**src/hw/rtl/mipmap_box_pyramid_defines.svh**
```systemverilog
// ----------------------------------------------------------------------------
// mipmap_box_pyramid_defines.svh
// Assertion macros shared by the mip pyramid RTL.
// ----------------------------------------------------------------------------
`ifndef MIPMAP_BOX_PYRAMID_DEFINES_SVH
`define MIPMAP_BOX_PYRAMID_DEFINES_SVH
`ifndef ASSERT_OFF
// Clocked assertion, masked while reset is high
`define MBP_ASSERT(label, clk, rst, prop, msg) \
   label: assert property (@(posedge clk) disable iff (rst) prop) else $error(msg);
// Clocked assertion, checked at every edge
`define MBP_ASSERT_NR(label, clk, prop, msg) \
   label: assert property (@(posedge clk) prop) else $error(msg);
`else
`define MBP_ASSERT(label, clk, rst, prop, msg)
`define MBP_ASSERT_NR(label, clk, prop, msg)
`endif
`endif

```
**src/hw/rtl/mbp_pkg.sv**
```systemverilog
// ----------------------------------------------------------------------------
// mbp_pkg
// Types, widths and register codes of the mip pyramid generator.
// ----------------------------------------------------------------------------
package mbp_pkg;

   // Default sizing of the line buffer and level count
   localparam int unsigned MAX_LOG2_SIZE_DEF = 10;
   localparam int unsigned MAX_LEVELS_DEF    = 11;

   // Field widths
   localparam int unsigned PIXEL_W  = 32;
   localparam int unsigned LANES    = 4;
   localparam int unsigned LANE_W   = 8;
   localparam int unsigned SUM_W    = 9;
   localparam int unsigned PAIR_W   = LANES * SUM_W;
   localparam int unsigned MLEVEL_W = 4;
   localparam int unsigned COL_W    = 14;
   localparam int unsigned ROW_W    = 14;
   localparam int unsigned LOG2_W   = 4;
   localparam int unsigned LEVEL_W  = 5;

   // Configuration port
   localparam int unsigned CSR_IDX_W  = 2;
   localparam int unsigned CSR_DATA_W = 5;

   typedef logic [PIXEL_W-1:0]  pixel_type;
   typedef logic [PAIR_W-1:0]   pair_type;
   typedef logic [MLEVEL_W-1:0] mlevel_type;
   typedef logic [COL_W-1:0]    col_type;
   typedef logic [ROW_W-1:0]    row_type;

   // Register indexes
   localparam logic [CSR_IDX_W-1:0] CSR_LOG2_WIDTH  = 2'd0;
   localparam logic [CSR_IDX_W-1:0] CSR_LOG2_HEIGHT = 2'd1;
   localparam logic [CSR_IDX_W-1:0] CSR_LEVEL_COUNT = 2'd2;

endpackage

```
**src/hw/rtl/mbp_box_alu.sv**
```systemverilog
// ----------------------------------------------------------------------------
// mbp_box_alu
// Shared box filter arithmetic: horizontal pair sums and 2x2 averages.
// ----------------------------------------------------------------------------
module mbp_box_alu (
   input  mbp_pkg::pixel_type left_pixel,
   input  mbp_pkg::pixel_type right_pixel,
   input  mbp_pkg::pair_type  upper_pair,
   input  mbp_pkg::pair_type  lower_pair,
   output mbp_pkg::pair_type  pair_sum,
   output mbp_pkg::pixel_type quad_avg
);
   import mbp_pkg::*;

   // Add lane by lane into 9-bit sums
   always_comb begin
      pair_sum = '0;
      for (int i = 0; i < LANES; i++) begin
         pair_sum[i*SUM_W +: SUM_W] = {1'b0, left_pixel[i*LANE_W +: LANE_W]}
                                    + {1'b0, right_pixel[i*LANE_W +: LANE_W]};
      end
   end

   // Combine two pair sums and drop the two low bits of each lane
   always_comb begin
      logic [SUM_W:0] s;
      quad_avg = '0;
      for (int i = 0; i < LANES; i++) begin
         s = {1'b0, upper_pair[i*SUM_W +: SUM_W]} + {1'b0, lower_pair[i*SUM_W +: SUM_W]};
         quad_avg[i*LANE_W +: LANE_W] = s[SUM_W:2];
      end
   end
endmodule

```
**config.mk**
```make
export PLATFORM = sky130hd
export DESIGN_NAME = mbp_box_alu
export DESIGN_NICKNAME = d
export VERILOG_FILES = /design/src/hw/rtl/mipmap_box_pyramid_defines.svh /design/src/hw/rtl/mbp_pkg.sv /design/src/hw/rtl/mbp_box_alu.sv
export SDC_FILE = /design/constraint.sdc
export NUM_CORES = 1
export LEC_CHECK = 0
export BUFFER_PORTS_ARGS = -buffer_cell sky130_fd_sc_hd__buf_2
export CAP_MARGIN = 25
export CORE_MARGIN = 2
export CORE_UTILIZATION = 30
export DETAILED_ROUTE_END_ITERATION = 10
export MAX_ROUTING_LAYER = met4
export PLACE_DENSITY_LB_ADDON = 0.1
export SYNTH_ARGS = -nofsm -noshare
export SYNTH_HDL_FRONTEND = slang
export SYNTH_SLANG_ARGS = --single-unit
```
**constraint.sdc**
```tcl
create_clock -name vclk -period 2.4
set_input_delay 0.12 -clock vclk [all_inputs]
set_output_delay 0.12 -clock vclk [all_outputs]
set_load 0.005 [all_outputs]
```
* Yosys cells after proc, flatten, opt, wreduce, memory -nomap -nowiden
Cells that the tools add are included.
Cells by class: add/sub/neg operators 8
Operator list (count):
- $add A9 B9 Y10 | 4
- $add A8 B8 Y9 | 4
Word-level totals: register bits 0, bits of input ports 136, output and inout bits 68, word-level logic and storage cells 8

* Longest topological paths before layout
Gate-level depths: netlist of run 1.
depth in word-level cells 1, depth in mapped cells 7, depth with buffers taken out 7

* Least setup slack after synthesis of run 1
No wires, ideal clock.
path type input to output, start input port left_pixel[8], end output port pair_sum[17], arrival 1.467 ns, data required time 2.280 ns, path slack 0.813 ns, stages on the path 7, path buffers 0, path through ha_1 > fa_1 > a21o_1 > a21oi_1 > o21ai_0 > nor4_1 > nor3_1
On the way: cells in the longest elaborated chain, start to end 1
Ends and longest elaborated chain:
- start, declared | line mbp_box_alu.sv:6 | input mbp_pkg::pixel_type left_pixel,
- $add A8 B8 Y9 | line mbp_box_alu.sv:20 | + {1'b0, right_pixel[i*LANE_W +: LANE_W]};
- end, declared | line mbp_box_alu.sv:10 | output mbp_pkg::pair_type pair_sum,
Every way passes these cells.

* Worst setup path after layout of run 1
Same ends and word-level chain as after synthesis.

==> flow_summary.ini, run 1 <==
[sta]
max_freq_mhz = 506
whs_ns = 0.519
period_needed_ns = 1.98
setup_viol = 0
tightestPinTransition_ns = 0.423
timing.slew.headroom_pct = 71.8
rsz0062_at_grt = false
finalHoldViolations = 0
drv_slew = 0
final.setup.tns_ns = 0
fin_crit_sh_pct = 82.4

[final_layout]
nets = 690
n_sequential_cell = 0
drive_above_1_share_pct = 43.8
layout_common_cells = buf_2, ha_1, xnor2_1
clock_buffers = 0
final_util_pct = 46.7
fin_area_mm2 = 0.00338
syn_to_final_growth_pct = 51.1
layout_commonest_cell = buf_2
regArea_um2 = 0
final_cells = 583
diodes = 0
multi_input_area_mm2 = 0.00222
num-fill-cells = 774

[setup_path]
start_kind = input pin
crit_family = adder cells
max_stage_delay_ns = 0.41
worst_path_most_repeated_cell = buf_2
worst_ep_required_time_ns = 2.28
path_cells = buf_2, ha_1, fa_1, a21o_1, a21oi_1, o21ai_0, nor4_1, nor3_1, buf_2
arrival_ns = 1.86
slowest_stage = fa_1
path_class = in2out
crit_buf_inv = 2
cp_max_fo = 2
cp-end-kind = output port

[global_routing]
grt_pass1_wl_mm = 10.9
grt_pass1_vias = 2660
antenna_found_initial = 0
grt_max_degree = 6
gr-total-overflow = 0
grt.total_usage_pct = 15.6

[route]
vias_per_cell = 4.82
num_vias = 2809
wl_mm = 6.61
wl_per_cell_um = 11.3
drtIter0Drc = 19
ant_nets = 0
firstDrtPassIters = 4
drc_errors = 0

[status]
status = finished, final reports clean

[floorplan]
die_w_um = 90.4
initial_utilization_pct = 30.9
die-area_mm2 = 0.00817
pin_count = 204
core_mm2 = 0.00725
fp.dieH_um = 90.4
rows = 31

[worst_hold_path]
holdCritPathClass = in2out

[placed_design]
io_buffers = 204
placed_cells = 583
dpl_cell_area_mm2 = 0.00338
dp_hpwl_mm = 6.26
gp_congestion = 0.787

[synthesis]
synth_seq_area_share_pct = 0
ys_warn_count = 0
synth.distinct_cells = 36
syn_nets = 484
avgSynthCellArea_um2 = 8.00
syn_inst = 280
netlist_area_mm2 = 0.00224

[pwr]
p_per_area_mw_per_mm2 = 278
leakage_nw = 1.89
ir_drop_uv = 109

[clock_tree]
post-cts-setup-buffer-count = 0
ctsHoldBuffers = 0
cts_resized = 0

[run]
cap_viol_max_count = 0
-- cells by family (layout without fill, tap and decap cells) --
| logic type | Yosys count | after routing | share of synthesized area, % |
|---|---|---|---|
| simple gates | 90 | 90 | 18.3 |
| compound gates | 70 | 70 | 23.4 |
| fa+ha+maj | 68 | 68 | 39.3 |
| xor+xnor | 46 | 46 | 18.0 |
| buf+inv | 6 | 210 | 1.01 |
-- path summary, 6_finish.rpt --
kind	start	end	slack (ns)	depth (start not counted)
worst max-delay path	left_pixel[8]	pair_sum[17]	0.42	9
worst min-delay path	right_pixel[8]	pair_sum[9]	0.52	3
-- routing by layer --
layer  vias up  global-route usage, %  part of all wire [%]
li1       1455                      -                     -
met1      1219                   18.2                    41
met2       127                   28.6                    48
met3         8                   2.42                   8.9
met4         0                   2.44                   2.0
met5         -                      -                     0
-- synthesized netlist by cell type --
library cell  instances  area [µm²]
fa_1                  4        80.1
nor3_1               16        80.1
nand2b_1              1        6.26
xor2_1               14         123
nand4_1               2        12.5
or2_2                 1        6.26
xnor2_1              32         280
a21o_1               15         113
and4_1                1        8.76
nand2_1              18        67.6
a31oi_1               4        25.0
a21oi_1              16        80.1
o2111ai_1             1        8.76
o21ai_0               7        35.0
and3_1                2        12.5
o21bai_1              4        30.0
and2_1                2        12.5
ha_1                 64         801
o31a_1                1        8.76
a41oi_1               1        8.76
o21a_1                1        7.51
a31o_4                2        35.0
inv_1                 6        22.5
a211oi_1              3        22.5
a21oi_4               2        32.5
nor4_1                4        25.0
o21ai_2               2        17.5
a21boi_0              1        7.51
o211ai_1              3        22.5
o41ai_1               3        26.3
nand3_1              10        50.1
a311o_1               2        20.0
a22oi_1               1        7.51
nor2b_1               2        12.5
nor2_1               31         116
a2111oi_2             1        15.0
-- per-stage QoR --
step	total power, mW	setup slack [ns]
3_5_place_dp	0.947	0.440
6_report	0.941	0.422
2_1_floorplan	0.545	0.813
5_1_grt	1.06	0.270
4_1_cts	0.951	0.442
3_3_place_gp	0.935	0.451
-- power breakdown --
| part | leakage, nW | switching, mW | internal [mW] |
|---|---|---|---|
| Clock | 0 | 0 | 0 |
| Sequential | 0 | 0 | 0 |
| Combinational | 1.89 | 0.446 | 0.494 |
-- layout make-up --
cell class                 instances  area share [%]
inverter                           6           0.665
multi-input combinational        274            65.5
tap                               99            3.66
timing repair buffer             204            30.2
Power figures use the tool's default switching activity.
==> run 2, diff against run 1 <==
clock period = 1.72 ns   (was 2.4 ns; I/O delays follow)
==> run 2 against run 1 <==
Sequential cell count did not move. Combinational power up 54%. Total power is 54% higher. Non-clock buffer count up 24. Via count grew 3.3%.
==> flow_summary.ini, run 2 (same netlist as run 1, synthesis figures left out) <==
[setup_path]
slowest_stage = fa_2
path_cells = buf_6, ha_4, fa_2, a21o_1, a21oi_2, o21ai_2, nor4_1, nor3_1, buf_2
path_class = in2out
start_kind = input pin
max_stage_delay_ns = 0.36
crit_family = adder cells
cp-end-kind = output port
arrival_ns = 1.58
cp_max_fo = 2
worst_ep_required_time_ns = 1.63
crit_buf_inv = 2

[sta]
final.setup.tns_ns = 0
finalHoldViolations = 0
drv_slew = 0
max_freq_mhz = 599
tightestPinTransition_ns = 0.389
timing.slew.headroom_pct = 73.7
fin_crit_sh_pct = 97.0
worst_slack_ns = 0.0516
rsz0062_at_grt = true
setup_viol = 0
period_needed_ns = 1.67

[final_layout]
layout_commonest_cell = buf_2
diodes = 0
layout_common_cells = buf_2, ha_1, xnor2_1
syn_to_final_growth_pct = 66.2
nets = 714
n_sequential_cell = 0
regArea_um2 = 0
clock_buffers = 0
drive_above_1_share_pct = 51.4

[route]
vias_per_cell = 4.78
wl_per_cell_um = 11.2
ant_nets = 0
num_vias = 2902
wl_mm = 6.82
drtIter0Drc = 55
drc_errors = 0
firstDrtPassIters = 4

[pwr]
p_per_area_mw_per_mm2 = 389
leakage_nw = 2.02
ir_drop_uv = 159

[placed_design]
io_buffers = 204
dp_hpwl_mm = 6.21
pre_cts_ws_ns = -0.163
gp_congestion = 0.819

[floorplan]
fp.dieH_um = 90.4
die_w_um = 90.4
rows = 31
pin_count = 204
core_mm2 = 0.00725
initial_utilization_pct = 30.9
die-area_mm2 = 0.00817

[clock_tree]
ctsHoldBuffers = 0

[worst_hold_path]
min_to = pair_sum[0]
holdCritPathClass = in2out
hold_depth = 3
hp-start = left_pixel[0]

[global_routing]
grt_pass1_vias = 2770
grt_pass1_wl_mm = 11.4
grt_max_degree = 6
grt.total_usage_pct = 16.2
gr-total-overflow = 0
antenna_found_initial = 0

[status]
status = finished, final reports clean

[run]
cap_viol_max_count = 0
## run 2: per-layer routing
layer	share of wire [%]	global-route usage, %	routed length, µm	vias to the layer above
met1	42	19.8	2890	1271
li1	-	-	-	1506
met5	0	-	0	-
met4	0.67	0.897	46	0
met3	7.1	1.67	484	4
met2	50	30.2	3410	121
## run 2: area by class of cell
cell class / count / area (µm²)
well taps: 99 / 124
inverters: 6 / 22.5
fillers: 727 / 3530
repair buffers: 228 / 1220
multi-input cells: 274 / 2360
## run 2: worst max path at each step
stage | endpoint | startpoint | slack (ns) | cells past startpoint
final | pair_sum[8] | right_pixel[0] | 0.05 | 9
after global placement | pair_sum[6] | left_pixel[0] | -0.15 | 9
after global routing | pair_sum[6] | right_pixel[0] | -0.04 | 9
after floorplan | pair_sum[17] | left_pixel[8] | 0.20 | 7
after detailed placement | pair_sum[6] | left_pixel[0] | -0.16 | 9
after CTS | quad_avg[15] | upper_pair[10] | 0.0005 | 8
## run 2: power by group
part | switching (mW) | internal [mW] | total [mW]
Clock | 0 | 0 | 0
Combinational | 0.662 | 0.785 | 1.45
Sequential | 0 | 0 | 0
Total | 0.662 | 0.785 | 1.45
## run 2: worst min-delay path, cell delays in order
cell	delay, ns
buf_6	0.07
ha_4	0.11
buf_2	0.10
## run 2: what timing repair did
action,4_1_cts,5_1_grt
hold endpoints to repair,0,0
setup buffers,9,2
pin swaps,19,32
endpoints found under the setup margin,11,18
gates resized for setup,20,17
## run 2: per-stage QoR
step                cell area [µm²]  utilization, %  hold slack, ns  power, mW  cells
floorplan                      2240               -           0.281      0.760    280
global placement               3500            48.2           0.447       1.35    598
detailed placement             3500            48.2           0.461       1.37    598
CTS                            3610            49.8           0.469       1.43    607
global route                   3720            51.3           0.461       1.63    607
finish                         3720            51.3           0.455       1.45    607
